`src/hw/rtl/rfb_pkg.sv`:
```
// Shared types, constants and the microcode program of the radio frame builder.
package rfb_pkg;

   localparam int STORE_DEPTH = 32;
   localparam int SLOT_W = 5;
   localparam int UPC_W = 5;

   localparam logic [7:0] FRAME_START = 8'h7E;
   localparam logic [7:0] API_ID = 8'h01;
   localparam logic [7:0] FRAME_ID = 8'h01;
   localparam logic [7:0] TX_OPTIONS = 8'h00;
   localparam logic [7:0] LEN_HIGH = 8'h00;
   localparam logic [7:0] LEN_PAIR = 8'd7;
   localparam logic [7:0] LEN_CTRL = 8'd9;
   localparam int LEN_KEY_BASE = 6;

   // drive byte arithmetic
   localparam int PERIOD_MAX = 1000;
   localparam int PERIOD_MIN = 300;
   localparam int DRV_SPAN = 700;
   localparam int FWD_GAIN = 128;
   localparam int REV_GAIN = 127;
   localparam int DRV_MID = 127;
   localparam int RECIP = 1497;
   localparam int RECIP_SHIFT = 20;

   // register reset values
   localparam logic [15:0] RST_DEST = 16'd0;
   localparam logic [7:0] RST_TAG = 8'd0;
   localparam logic [7:0] RST_PAIRH = 8'd0;
   localparam logic [7:0] RST_KEYH = 8'd1;
   localparam logic [7:0] RST_CTRLH = 8'd2;
   localparam logic [7:0] RST_STRAIGHT = 8'd127;
   localparam logic [7:0] RST_LEFT = 8'd0;
   localparam logic [7:0] RST_RIGHT = 8'd255;

   typedef enum logic [2:0] {
      CSR_DEST     = 3'd0,
      CSR_TAG      = 3'd1,
      CSR_PAIRH    = 3'd2,
      CSR_KEYH     = 3'd3,
      CSR_CTRLH    = 3'd4,
      CSR_STRAIGHT = 3'd5,
      CSR_LEFT     = 3'd6,
      CSR_RIGHT    = 3'd7
   } csr_index_type;

   typedef enum logic {
      FUNC_SEND = 1'b0,
      FUNC_LOAD = 1'b1
   } func_type;

   typedef enum logic [1:0] {
      PKT_PAIR = 2'd0,
      PKT_KEY  = 2'd1,
      PKT_CTRL = 2'd2,
      PKT_NONE = 2'd3
   } pkt_type;

   typedef enum logic [3:0] {
      SRC_LIT,
      SRC_LEN,
      SRC_DHI,
      SRC_DLO,
      SRC_PAIRH,
      SRC_TAG,
      SRC_KEYH,
      SRC_KEY,
      SRC_CTRLH,
      SRC_DRV,
      SRC_STR,
      SRC_FLG,
      SRC_CHK
   } src_type;

   typedef enum logic [2:0] {
      SEQ_NEXT,
      SEQ_DISPATCH,
      SEQ_LOOP,
      SEQ_JUMP,
      SEQ_END
   } seq_type;

   typedef struct packed {
      src_type           src;
      logic [7:0]        lit;
      logic              acc;
      logic              xkey;
      logic              kstep;
      seq_type           seq;
      logic [UPC_W-1:0]  target;
      logic              last;
   } ctrl_word_type;

   typedef struct packed {
      logic    start;
      logic    advance;
      logic    kend;
      pkt_type ptype;
   } seq_status_type;

   // program addresses
   localparam logic [UPC_W-1:0] UPC_START = 5'd0;
   localparam logic [UPC_W-1:0] UPC_ZERO  = 5'd1;
   localparam logic [UPC_W-1:0] UPC_LEN   = 5'd2;
   localparam logic [UPC_W-1:0] UPC_API   = 5'd3;
   localparam logic [UPC_W-1:0] UPC_FID   = 5'd4;
   localparam logic [UPC_W-1:0] UPC_DHI   = 5'd5;
   localparam logic [UPC_W-1:0] UPC_DLO   = 5'd6;
   localparam logic [UPC_W-1:0] UPC_OPT   = 5'd7;
   localparam logic [UPC_W-1:0] UPC_PAIR  = 5'd8;
   localparam logic [UPC_W-1:0] UPC_PTAG  = 5'd9;
   localparam logic [UPC_W-1:0] UPC_KEY   = 5'd10;
   localparam logic [UPC_W-1:0] UPC_KBYTE = 5'd11;
   localparam logic [UPC_W-1:0] UPC_CTRL  = 5'd12;
   localparam logic [UPC_W-1:0] UPC_CDRV  = 5'd13;
   localparam logic [UPC_W-1:0] UPC_CSTR  = 5'd14;
   localparam logic [UPC_W-1:0] UPC_CFLG  = 5'd15;
   localparam logic [UPC_W-1:0] UPC_CHK   = 5'd16;

   function automatic ctrl_word_type rfb_rom(input logic [UPC_W-1:0] upc);
      ctrl_word_type cw;
      cw = '0;
      cw.src = SRC_LIT;
      cw.seq = SEQ_NEXT;
      case (upc)
         UPC_START: cw.lit = FRAME_START;
         UPC_ZERO:  cw.lit = LEN_HIGH;
         UPC_LEN:   cw.src = SRC_LEN;
         UPC_API: begin
            cw.lit = API_ID;
            cw.acc = 1'b1;
         end
         UPC_FID: begin
            cw.lit = FRAME_ID;
            cw.acc = 1'b1;
         end
         UPC_DHI: begin
            cw.src = SRC_DHI;
            cw.acc = 1'b1;
         end
         UPC_DLO: begin
            cw.src = SRC_DLO;
            cw.acc = 1'b1;
         end
         UPC_OPT: begin
            cw.lit = TX_OPTIONS;
            cw.acc = 1'b1;
            cw.seq = SEQ_DISPATCH;
         end
         UPC_PAIR: begin
            cw.src = SRC_PAIRH;
            cw.acc = 1'b1;
         end
         UPC_PTAG: begin
            cw.src = SRC_TAG;
            cw.acc = 1'b1;
            cw.seq = SEQ_JUMP;
            cw.target = UPC_CHK;
         end
         UPC_KEY: begin
            cw.src = SRC_KEYH;
            cw.acc = 1'b1;
         end
         UPC_KBYTE: begin
            cw.src = SRC_KEY;
            cw.acc = 1'b1;
            cw.kstep = 1'b1;
            cw.seq = SEQ_LOOP;
            cw.target = UPC_CHK;
         end
         UPC_CTRL: begin
            cw.src = SRC_CTRLH;
            cw.acc = 1'b1;
            cw.xkey = 1'b1;
         end
         UPC_CDRV: begin
            cw.src = SRC_DRV;
            cw.acc = 1'b1;
            cw.xkey = 1'b1;
         end
         UPC_CSTR: begin
            cw.src = SRC_STR;
            cw.acc = 1'b1;
            cw.xkey = 1'b1;
         end
         UPC_CFLG: begin
            cw.src = SRC_FLG;
            cw.acc = 1'b1;
            cw.xkey = 1'b1;
         end
         UPC_CHK: begin
            cw.src = SRC_CHK;
            cw.seq = SEQ_END;
            cw.last = 1'b1;
         end
         default: begin
            cw.seq = SEQ_END;
            cw.last = 1'b1;
         end
      endcase
      return cw;
   endfunction

endpackage

```
`src/hw/rtl/radio_frame_builder_xor_keyed.sv`:
```
// Top level of the keyed radio transmit frame builder: registers, datapath, key store.
//
//  channel | ports                      | beat
//  --------+----------------------------+-------------------------------------
//  req     | req_tvalid/tready/tdata/tuser | one send or key-load item
//  rsp     | rsp_tvalid/tready/tdata/tlast | one frame byte, tlast on checksum
//  csr     | csr_we/index/wdata         | one register write
//
// A key load writes one key byte and its valid bit. A send is accepted and then takes
// one microcode step per frame byte: 11 for a pair request, 13 for control, and
// KEY_BYTES + 10 for a key frame. rsp_tready low with a byte held freezes the step
// counter. Synchronous reset presets the CSRs and clears key position and valid bits.
module radio_frame_builder_xor_keyed #(
   parameter int KEY_BYTES = 32
) (
   input  logic        clock,
   input  logic        reset,
   input  logic        req_tvalid,
   output logic        req_tready,
   // key_slot[4:0], key_byte[12:5], motion_period[28:13], reverse_on[29],
   // left_brake[30], right_brake[31], peripheral_pulse[32], zeros above
   input  logic [39:0] req_tdata,
   // func[0], packet_type[2:1]
   input  logic [2:0]  req_tuser,
   output logic        rsp_tvalid,
   input  logic        rsp_tready,
   // tx_byte[7:0]
   output logic [7:0]  rsp_tdata,
   output logic        rsp_tlast,
   input  logic        csr_we,
   input  logic [2:0]  csr_index,
   input  logic [15:0] csr_wdata
);

   import rfb_pkg::*;

   localparam int KW = (KEY_BYTES > 1) ? $clog2(KEY_BYTES) : 1;
   localparam logic [7:0] LEN_KEY = 8'(KEY_BYTES + LEN_KEY_BASE);

   logic [15:0] dest_ff;
   logic [7:0]  tag_ff, pairh_ff, keyh_ff, ctrlh_ff, straight_ff, left_ff, right_ff;

   pkt_type     ptype_ff;
   logic [15:0] period_ff;
   logic        rev_ff, lb_ff, rb_ff, pulse_ff;

   logic [STORE_DEPTH-1:0] kvalid_in, kvalid_ff;
   logic [SLOT_W-1:0]      kpos_in, kpos_ff;
   logic [SLOT_W-1:0]      ptr_in, ptr_ff;
   logic [KW-1:0]          kcnt_in, kcnt_ff;
   logic [7:0]             sum_in, sum_ff;

   logic       rsp_valid_in, rsp_valid_ff;
   logic [7:0] rsp_data_ff;
   logic       rsp_last_ff;

   logic            accept, load, start, adv, busy, kend, beyond;
   func_type        req_func;
   pkt_type         req_ptype;
   ctrl_word_type   cw;
   seq_status_type  status;
   logic [7:0]      ram_rdata, key_rd, key_val, steer, flags, drive, len, plain, byte_out;

   assign req_func = func_type'(req_tuser[0]);
   assign req_ptype = pkt_type'(req_tuser[2:1]);
   assign req_tready = !busy;
   assign accept = req_tvalid && !busy;
   assign load = accept && (req_func == FUNC_LOAD);
   assign start = accept && (req_func == FUNC_SEND) && (req_ptype != PKT_NONE);
   assign adv = busy && (!rsp_valid_ff || rsp_tready);
   assign kend = kcnt_ff == KW'(KEY_BYTES - 1);
   assign beyond = {{(7 - KW){1'b0}}, kcnt_ff} >= 7'(STORE_DEPTH);

   assign status = '{start: start, advance: adv, kend: kend, ptype: ptype_ff};

   rfb_sequencer u_seq (
      .clock  (clock),
      .reset  (reset),
      .status (status),
      .cw     (cw),
      .busy   (busy)
   );

   rfb_ram #(
      .WIDTH (8),
      .DEPTH (STORE_DEPTH)
   ) u_key_ram (
      .clock (clock),
      .we    (load),
      .waddr (req_tdata[4:0]),
      .wdata (req_tdata[12:5]),
      .raddr (ptr_in),
      .rdata (ram_rdata)
   );

   rfb_drive u_drive (
      .clock  (clock),
      .period (period_ff),
      .rev    (rev_ff),
      .drive  (drive)
   );

   // config registers
   always_ff @(posedge clock) begin
      if (reset) begin
         dest_ff <= RST_DEST;
         tag_ff <= RST_TAG;
         pairh_ff <= RST_PAIRH;
         keyh_ff <= RST_KEYH;
         ctrlh_ff <= RST_CTRLH;
         straight_ff <= RST_STRAIGHT;
         left_ff <= RST_LEFT;
         right_ff <= RST_RIGHT;
      end else if (csr_we) begin
         case (csr_index_type'(csr_index))
            CSR_DEST:     dest_ff <= csr_wdata;
            CSR_TAG:      tag_ff <= csr_wdata[7:0];
            CSR_PAIRH:    pairh_ff <= csr_wdata[7:0];
            CSR_KEYH:     keyh_ff <= csr_wdata[7:0];
            CSR_CTRLH:    ctrlh_ff <= csr_wdata[7:0];
            CSR_STRAIGHT: straight_ff <= csr_wdata[7:0];
            CSR_LEFT:     left_ff <= csr_wdata[7:0];
            CSR_RIGHT:    right_ff <= csr_wdata[7:0];
            default: ;
         endcase
      end
   end

   always_ff @(posedge clock) begin
      if (start) begin
         ptype_ff <= req_ptype;
         period_ff <= req_tdata[28:13];
         rev_ff <= req_tdata[29];
         lb_ff <= req_tdata[30];
         rb_ff <= req_tdata[31];
         pulse_ff <= req_tdata[32];
      end
   end

   // byte datapath
   always_comb begin
      key_rd = kvalid_ff[ptr_ff] ? ram_rdata : 8'd0;
      key_val = beyond ? 8'd0 : key_rd;
      if (lb_ff && rb_ff) begin
         steer = straight_ff;
      end else if (rb_ff) begin
         steer = right_ff;
      end else if (lb_ff) begin
         steer = left_ff;
      end else begin
         steer = straight_ff;
      end
      flags = {6'b0, lb_ff && rb_ff, pulse_ff};
      case (ptype_ff)
         PKT_PAIR: len = LEN_PAIR;
         PKT_KEY:  len = LEN_KEY;
         default:  len = LEN_CTRL;
      endcase
      case (cw.src)
         SRC_LIT:   plain = cw.lit;
         SRC_LEN:   plain = len;
         SRC_DHI:   plain = dest_ff[15:8];
         SRC_DLO:   plain = dest_ff[7:0];
         SRC_PAIRH: plain = pairh_ff;
         SRC_TAG:   plain = tag_ff;
         SRC_KEYH:  plain = keyh_ff;
         SRC_KEY:   plain = key_val;
         SRC_CTRLH: plain = ctrlh_ff;
         SRC_DRV:   plain = drive;
         SRC_STR:   plain = steer;
         SRC_FLG:   plain = flags;
         SRC_CHK:   plain = ~sum_ff;
         default:   plain = 8'd0;
      endcase
      byte_out = cw.xkey ? (plain ^ key_rd) : plain;
   end

   // key pointers, checksum and key valid bits
   always_comb begin
      ptr_in = ptr_ff;
      kcnt_in = kcnt_ff;
      kpos_in = kpos_ff;
      sum_in = sum_ff;
      kvalid_in = kvalid_ff;
      if (load) begin
         kvalid_in[req_tdata[4:0]] = 1'b1;
      end
      if (start) begin
         sum_in = 8'd0;
      end else if (adv) begin
         if (cw.acc) begin
            sum_in = sum_ff + byte_out;
         end
         if (cw.seq == SEQ_DISPATCH) begin
            ptr_in = (ptype_ff == PKT_KEY) ? '0 : kpos_ff;
            kcnt_in = '0;
         end
         if (cw.xkey || cw.kstep) begin
            ptr_in = ptr_ff + 5'd1;
         end
         if (cw.kstep) begin
            kcnt_in = kcnt_ff + KW'(1);
         end
         if (cw.seq == SEQ_END) begin
            case (ptype_ff)
               PKT_KEY:  kpos_in = '0;
               PKT_CTRL: kpos_in = ptr_ff;
               default:  kpos_in = kpos_ff;
            endcase
         end
      end
   end

   always_ff @(posedge clock) begin
      if (reset) begin
         kvalid_ff <= '0;
         kpos_ff <= '0;
         ptr_ff <= '0;
         kcnt_ff <= '0;
      end else begin
         kvalid_ff <= kvalid_in;
         kpos_ff <= kpos_in;
         ptr_ff <= ptr_in;
         kcnt_ff <= kcnt_in;
      end
   end

   always_ff @(posedge clock) begin
      sum_ff <= sum_in;
   end

   // output register
   always_comb begin
      rsp_valid_in = rsp_valid_ff;
      if (adv) begin
         rsp_valid_in = 1'b1;
      end else if (rsp_tready) begin
         rsp_valid_in = 1'b0;
      end
   end

   always_ff @(posedge clock) begin
      if (reset) begin
         rsp_valid_ff <= 1'b0;
      end else begin
         rsp_valid_ff <= rsp_valid_in;
      end
   end

   always_ff @(posedge clock) begin
      if (adv) begin
         rsp_data_ff <= byte_out;
         rsp_last_ff <= cw.last;
      end
   end

   assign rsp_tvalid = rsp_valid_ff;
   assign rsp_tdata = rsp_data_ff;
   assign rsp_tlast = rsp_last_ff;

endmodule

```
`src/hw/rtl/rfb_ram.sv`:
```
// Generic single-write, single-read RAM with registered read data.
module rfb_ram #(
   parameter int WIDTH = 8,
   parameter int DEPTH = 32
) (
   input  logic                     clock,
   input  logic                     we,
   input  logic [$clog2(DEPTH)-1:0] waddr,
   input  logic [WIDTH-1:0]         wdata,
   input  logic [$clog2(DEPTH)-1:0] raddr,
   output logic [WIDTH-1:0]         rdata
);

   logic [WIDTH-1:0] mem_ff [DEPTH];
   logic [WIDTH-1:0] rdata_ff;

   always_ff @(posedge clock) begin
      if (we) begin
         mem_ff[waddr] <= wdata;
      end
      rdata_ff <= mem_ff[raddr];
   end

   assign rdata = rdata_ff;

endmodule

```
`src/hw/rtl/rfb_drive.sv`:
```
// Pipelined drive byte unit: clamp, scale and divide by the period span.
module rfb_drive (
   input  logic        clock,
   input  logic [15:0] period,
   input  logic        rev,
   output logic [7:0]  drive
);

   import rfb_pkg::*;

   logic [9:0]  pc;
   logic [9:0]  x;
   logic [16:0] n1_in, n1_ff;
   logic [16:0] n2_ff;
   logic [27:0] m2_in, m2_ff;
   logic [7:0]  q3_ff;
   logic [16:0] n3_ff;
   logic [16:0] rem;
   logic [7:0]  q;
   logic        sat;
   logic [7:0]  drive_in, drive_ff;

   always_comb begin
      pc = (period > 16'(PERIOD_MAX)) ? 10'(PERIOD_MAX) : period[9:0];
      x = 10'(PERIOD_MAX) - pc;
      n1_in = rev ? 17'({7'b0, x}) * 17'(REV_GAIN) : 17'({7'b0, x}) * 17'(FWD_GAIN);
      m2_in = 28'({11'b0, n1_ff}) * 28'(RECIP);
      // reciprocal estimate is low by at most one
      rem = n3_ff - 17'({9'b0, q3_ff}) * 17'(DRV_SPAN);
      q = q3_ff + ((rem >= 17'(DRV_SPAN)) ? 8'd1 : 8'd0);
      sat = period < 16'(PERIOD_MIN);
      if (sat) begin
         drive_in = rev ? 8'd0 : 8'd255;
      end else begin
         drive_in = rev ? 8'(DRV_MID) - q : q + 8'(DRV_MID);
      end
   end

   always_ff @(posedge clock) begin
      n1_ff <= n1_in;
      n2_ff <= n1_ff;
      m2_ff <= m2_in;
      q3_ff <= m2_ff[RECIP_SHIFT +: 8];
      n3_ff <= n2_ff;
      drive_ff <= drive_in;
   end

   assign drive = drive_ff;

endmodule

```
`src/hw/rtl/rfb_sequencer.sv`:
```
// Microcode sequencer: step counter, program lookup and jump logic.
module rfb_sequencer (
   input  logic                   clock,
   input  logic                   reset,
   input  rfb_pkg::seq_status_type status,
   output rfb_pkg::ctrl_word_type  cw,
   output logic                   busy
);

   import rfb_pkg::*;

   logic [UPC_W-1:0] upc_in, upc_ff;
   logic             busy_in, busy_ff;

   assign cw = rfb_rom(upc_ff);

   always_comb begin
      upc_in = upc_ff;
      busy_in = busy_ff;
      if (status.start) begin
         busy_in = 1'b1;
         upc_in = UPC_START;
      end else if (busy_ff && status.advance) begin
         case (cw.seq)
            SEQ_NEXT: upc_in = upc_ff + 5'd1;
            SEQ_DISPATCH: begin
               case (status.ptype)
                  PKT_PAIR: upc_in = UPC_PAIR;
                  PKT_KEY:  upc_in = UPC_KEY;
                  default:  upc_in = UPC_CTRL;
               endcase
            end
            SEQ_LOOP: upc_in = status.kend ? cw.target : upc_ff;
            SEQ_JUMP: upc_in = cw.target;
            default: begin
               busy_in = 1'b0;
               upc_in = UPC_START;
            end
         endcase
      end
   end

   always_ff @(posedge clock) begin
      if (reset) begin
         upc_ff <= UPC_START;
         busy_ff <= 1'b0;
      end else begin
         upc_ff <= upc_in;
         busy_ff <= busy_in;
      end
   end

   assign busy = busy_ff;

endmodule
```
`config.mk`:
```
export PLATFORM = sky130hd
export DESIGN_NAME = radio_frame_builder_xor_keyed
export DESIGN_NICKNAME = d
export VERILOG_FILES = /design/src/hw/rtl/rfb_pkg.sv /design/src/hw/rtl/radio_frame_builder_xor_keyed.sv /design/src/hw/rtl/rfb_ram.sv /design/src/hw/rtl/rfb_drive.sv /design/src/hw/rtl/rfb_sequencer.sv
export SDC_FILE = /design/constraint.sdc
export NUM_CORES = 1
export LEC_CHECK = 0
export ABC_AREA = 0
export BUFFER_PORTS_ARGS = -buffer_cell sky130_fd_sc_hd__buf_2
export CORE_MARGIN = 5
export CORE_UTILIZATION = 40
export DETAILED_ROUTE_END_ITERATION = 8
export GPL_TIMING_DRIVEN = 0
export PLACE_DENSITY = 0.67
export SYNTH_ARGS = -nofsm -noshare
export SYNTH_HDL_FRONTEND = slang
export SYNTH_SLANG_ARGS = --single-unit
export TNS_END_PERCENT = 10
```
`constraint.sdc`:
```
create_clock -name clock -period 19.88 [get_ports clock]
set_input_delay 0.994 -clock clock [delete_from_list [all_inputs] [get_ports clock]]
set_output_delay 0.994 -clock clock [all_outputs]
set_load 0.01 [all_outputs]
```
==> flow_summary.json <==
{
  "worst_setup_startpoint": "period_ff[0]",
  "cts_max_level": 2,
  "worst_ep_required_time_ps": 20370,
  "report.final.slew_viol_count": 0,
  "cts_resized": 0,
  "unrepaired_setup_endpoints_after_global_routing": "no",
  "tritoncts.num_buffers": 54,
  "total_switching_power_uw": 580,
  "wire_length_of_the_first_global_routing_pass_um": 106000,
  "final_skew_ps": 78.5,
  "grt_start_max_net_pins": 33,
  "drive_above_1_share_pct": 8.15,
  "share_of_async_settable_or_async_resettable_flops_after_synthesis_pct": 0,
  "post_synth_fa_ha_maj_area_fraction_pct": 18.2,
  "power.leakage_nw": 12.9,
  "postSynthRegisterBits": 500,
  "clkSlewWorstSetupHoldPaths_ps": 70,
  "clock_power_share_pct": 43.7,
  "grt_pass1_vias": 19600,
  "layout-area-overhead-vs-synth_pct": 12.2,
  "post_synth_inst_count": 2498,
  "maxClockFrequency_mhz": 129,
  "timing.hold.worst.start": "u_drive.n2_ff[14]",
  "global_route.usage.total_pct": 17.9,
  "setup.worst_path.end_class": "flip-flop",
  "cp_slowest_stage_delay_ps": 640,
  "antenna_violating_nets_post_route": 0,
  "r2r_start": "period_ff[0]",
  "post_synth_main_area_contributors": "sky130_fd_sc_hd__edfxtp_1 (32%), sky130_fd_sc_hd__dfxtp_1 (16%), sky130_fd_sc_hd__ha_1 (9.6%), sky130_fd_sc_hd__fa_1 (8.6%), sky130_fd_sc_hd__mux2i_1 (5.2%)",
  "post-route-worst-setup-slack_ps": 12110,
  "final_period_util_pct": 39.1,
  "share_seq_of_total_power_pct": 46.9,
  "synth_largest_area_cell": "sky130_fd_sc_hd__edfxtp_1",
  "drt-initial-drc-count": 1501,
  "die_y_um": 271,
  "effective_utilization_at_floorplan_pct": 40.5,
  "synth_edf_count": 287,
  "timing.final.hold_violations": 0,
  "post_synthesis_mux_area_share_pct": 5.83,
  "clk-insertion-delay-late_ps": 660,
  "clockRootBuffer": "sky130_fd_sc_hd__clkbuf_16",
  "detail_route.wl_per_cell_um": 18.9,
  "drt-pass1-iter-count": 5,
  "die_width_um": 271,
  "detail_route.drc_violations": 0,
  "synth.yosys.seq_area_share_pct": 47.2,
  "portBuffers": 59,
  "cts_tree": "yes",
  "yosys_warnings": 0,
  "crit_path_slowest_cell": "sky130_fd_sc_hd__fa_1",
  "clk_path_buf_depth": 3,
  "timing.max_cap.violations": 0,
  "core_area_mm2": 0.0674,
  "setup_viol": 0,
  "critPathLaunchType": "flip-flop",
  "ctsHoldBuffers": 0,
  "number_of_nets_at_the_end_of_the_flow": 3008,
  "diodes": 0,
  "dominant_combinational_cell_family_by_area_after_synthesis": "adder cells",
  "routed_via_count": 19100,
  "postCtsSetupRepairBufs": 0,
  "crit_fanout": 10,
  "netlist_area_mm2": 0.0273,
  "final_period_minus_worst_setup_slack_ps": 7770,
  "irDropWorstVdd_mv": 0.0722,
  "synth_compound_gate_area_share_pct": 10.3,
  "slew_headroom_pct": 17.4,
  "detailed_place_hpwl_um": 49500,
  "p_int_mw": 1.81,
  "timing_worst_setup_path_type": "reg -> reg",
  "detail_route.wirelength_um": 66900,
  "finalWeightedCongestion": 0.922,
  "worst_hold_path_type": "reg -> reg",
  "ports": 78,
  "post-place-ws_ps": 12140,
  "max_slew.worst_pin.slew_ps": 1230,
  "tritoncts_num_sinks": 500,
  "synth_xor_area_share_pct": 1.76,
  "syn_avg_cell_area_um2": 10.9,
  "run_status": "finished, final reports clean",
  "std_cell_rows": 95,
  "synthDistinctLibCells": 85,
  "post_drt_via_cell_ratio": 5.41,
  "synth_simple_gate_area_share_pct": 12.0,
  "design.die.area_mm2": 0.0736,
  "power_per_cell_area_mw_per_mm2": 78.2,
  "antenna_found_initial": 0,
  "worstPathBufferInverterCount": 5,
  "data_arrival_time_of_the_critical_path_ps": 8260,
  "synthDominantCellAreaShare_pct": 31.6,
  "total_negative_slack_ps": 0,
  "synth.net_count": 2891,
  "synth_ff_type": "sky130_fd_sc_hd__edfxtp_1",
  "switching_share_pct": 24.2,
  "power.combinational.fraction_pct": 9.5,
  "path_delay_family": "compound AO/OA/AOI/OAI gates",
  "grt.overflow.total": 0
}
==> cell type report <==
| class | count | area [µm²] |
|---|---|---|
| buffer | 88 | 395 |
| clock buffer | 77 | 1590 |
| clock inverter | 25 | 313 |
| fill | 6079 | 36800 |
| inverter | 246 | 923 |
| multi-input combinational | 1664 | 13100 |
| sequential | 500 | 12900 |
| tap | 873 | 1090 |
| timing repair buffer | 61 | 327 |
==> through the flow <==
step           util [%]  area (µm²)  hold WS, ps  cells  power [mW]
6_report           45.4       30600          289   3534        2.39
5_1_grt            45.4       30600          309   3534        2.49
4_1_cts            45.4       30600          302   3534        2.42
3_5_place_dp       42.6       28700          312   3432        1.37
3_3_place_gp       42.6       28700          311   3430        1.36
2_1_floorplan         -       27300          310   2498        1.30
==> power groups by stage <==
| stage | clock network [mW] | logic, mW | registers [mW] |
|---|---|---|---|
| global placement | 0 | 0.215 | 1.14 |
| finish | 1.05 | 0.226 | 1.12 |
| detailed placement | 0 | 0.225 | 1.14 |
| floorplan | 0 | 0.163 | 1.14 |
| global route | 1.11 | 0.258 | 1.12 |
| CTS | 1.07 | 0.227 | 1.12 |
==> worst reg2reg max path: stages, from the launching register on <==
cell and delay, ps:
sky130_fd_sc_hd__edfxtp_1 470, sky130_fd_sc_hd__or4b_1 550, sky130_fd_sc_hd__a21o_1 200, sky130_fd_sc_hd__a41oi_1 390, sky130_fd_sc_hd__clkbuf_1 340, sky130_fd_sc_hd__and2_1 270, sky130_fd_sc_hd__inv_1 100, sky130_fd_sc_hd__ha_1 260
sky130_fd_sc_hd__a21oi_1 290, sky130_fd_sc_hd__o21a_1 150, sky130_fd_sc_hd__o21ai_0 70, sky130_fd_sc_hd__a21oi_1 610, sky130_fd_sc_hd__inv_1 320, sky130_fd_sc_hd__fa_1 640, sky130_fd_sc_hd__inv_1 70, sky130_fd_sc_hd__fa_1 490
sky130_fd_sc_hd__fa_1 510, sky130_fd_sc_hd__inv_1 40, sky130_fd_sc_hd__ha_1 290, sky130_fd_sc_hd__ha_1 340, sky130_fd_sc_hd__and3_1 160, sky130_fd_sc_hd__a21oi_1 140, sky130_fd_sc_hd__o211ai_1 140, sky130_fd_sc_hd__a31oi_1 270
sky130_fd_sc_hd__o21bai_1 130, sky130_fd_sc_hd__a21oi_1 190, sky130_fd_sc_hd__xnor2_1 130, sky130_fd_sc_hd__mux2i_1 80
==> sequential cells by signal (all words and copies together), names as in the netlist, 15 cells and up <==
signal and count:
dest_ff 16, kvalid_ff 32, period_ff 16, u_drive.n1_ff 17
u_drive.n2_ff 15, u_drive.n3_ff 15, u_key_ram.mem_ff 256
==> metal layers <==
layer,vias up,global-route usage (%),part of all wire [%]
met5,-,0,0
met4,0,6.05,3.2
met3,121,2.82,5.8
met2,579,29.6,47
met1,9384,24.3,44
li1,9034,-,-
==> logic make-up after synthesis <==
| logic type | Yosys count |
|---|---|
| muxes | 150 |
| buffers and inverters | 334 |
| xor gates and xnor gates | 55 |
| AOI/OAI and AO/OA | 421 |
| DFF | 500 |
| and+or+nand+nor | 712 |
| adders and majority gates | 326 |
==> synth_stat cells, drive strengths merged (4+ instances only) <==
master and number:
a211o 9, a211oi 27, a21o 10, a21oi 152
a221o 4, a221oi 9, a22o 6, a22oi 19
a31o 4, a31oi 7, a32oi 26, and2 14
and3 14, and4 4, buf 36, clkbuf 52
dfxtp 213, edfxtp 287, fa 117, ha 209
inv 245, mux2i 141, mux4 7, nand2 270
nand2b 16, nand3 36, nand3b 16, nand4 19
nor2 203, nor2b 44, nor3 40, nor3b 5
nor4 6, o2111ai 7, o211ai 11, o21a 16
o21ai 62, o21bai 9, o22ai 6, o31ai 5
or2 6, or3 8, xnor2 39, xor2 16
==> cells in the final DEF, fill, tap and decap left out, types with 9 or more instances in the layout <==
cell                        synthesis  layout
sky130_fd_sc_hd__nand4_1           19      19
sky130_fd_sc_hd__nor2_1           203     203
sky130_fd_sc_hd__o211ai_1          10      10
sky130_fd_sc_hd__buf_2             23      82
sky130_fd_sc_hd__nor2b_1           44      44
sky130_fd_sc_hd__nor3_1            39      39
sky130_fd_sc_hd__o21ai_0           56      56
sky130_fd_sc_hd__and3_1            14      14
sky130_fd_sc_hd__a22oi_1           17      17
sky130_fd_sc_hd__nand3b_1          16      16
sky130_fd_sc_hd__inv_1            244     244
sky130_fd_sc_hd__edfxtp_1         287     287
sky130_fd_sc_hd__xnor2_1           39      39
sky130_fd_sc_hd__clkbuf_8           0       9
sky130_fd_sc_hd__clkinv_2           0      11
sky130_fd_sc_hd__clkbuf_16          0      57
sky130_fd_sc_hd__clkbuf_1          49      59
sky130_fd_sc_hd__xor2_1            16      16
sky130_fd_sc_hd__ha_1             209     209
sky130_fd_sc_hd__o21bai_1           9       9
sky130_fd_sc_hd__a32oi_1           26      26
sky130_fd_sc_hd__mux2i_1          141     141
sky130_fd_sc_hd__a211o_1            9       9
sky130_fd_sc_hd__a21o_1            10      10
sky130_fd_sc_hd__a211oi_1          27      27
sky130_fd_sc_hd__nand2b_1          16      16
sky130_fd_sc_hd__nand3_1           36      36
sky130_fd_sc_hd__dfxtp_1          213     213
sky130_fd_sc_hd__nand2_1          270     270
sky130_fd_sc_hd__a21oi_1          151     151
sky130_fd_sc_hd__fa_1             117     117
sky130_fd_sc_hd__and2_1            14      14
sky130_fd_sc_hd__buf_1              9       9
sky130_fd_sc_hd__o21a_1            16      16
==> final timing paths <==
| path | to | slack [ps] | cells after the start |
|---|---|---|---|
| setup reg to reg | u_drive.n1_ff[16] | 12110 | 27 |
| hold / removal | u_drive.n3_ff[14] | 290 | 0 |
| setup / recovery | u_drive.n1_ff[16] | 12110 | 27 |
| hold reg to reg | u_drive.n3_ff[14] | 290 | 0 |
Note: power is estimated with default switching activity, not from simulation.
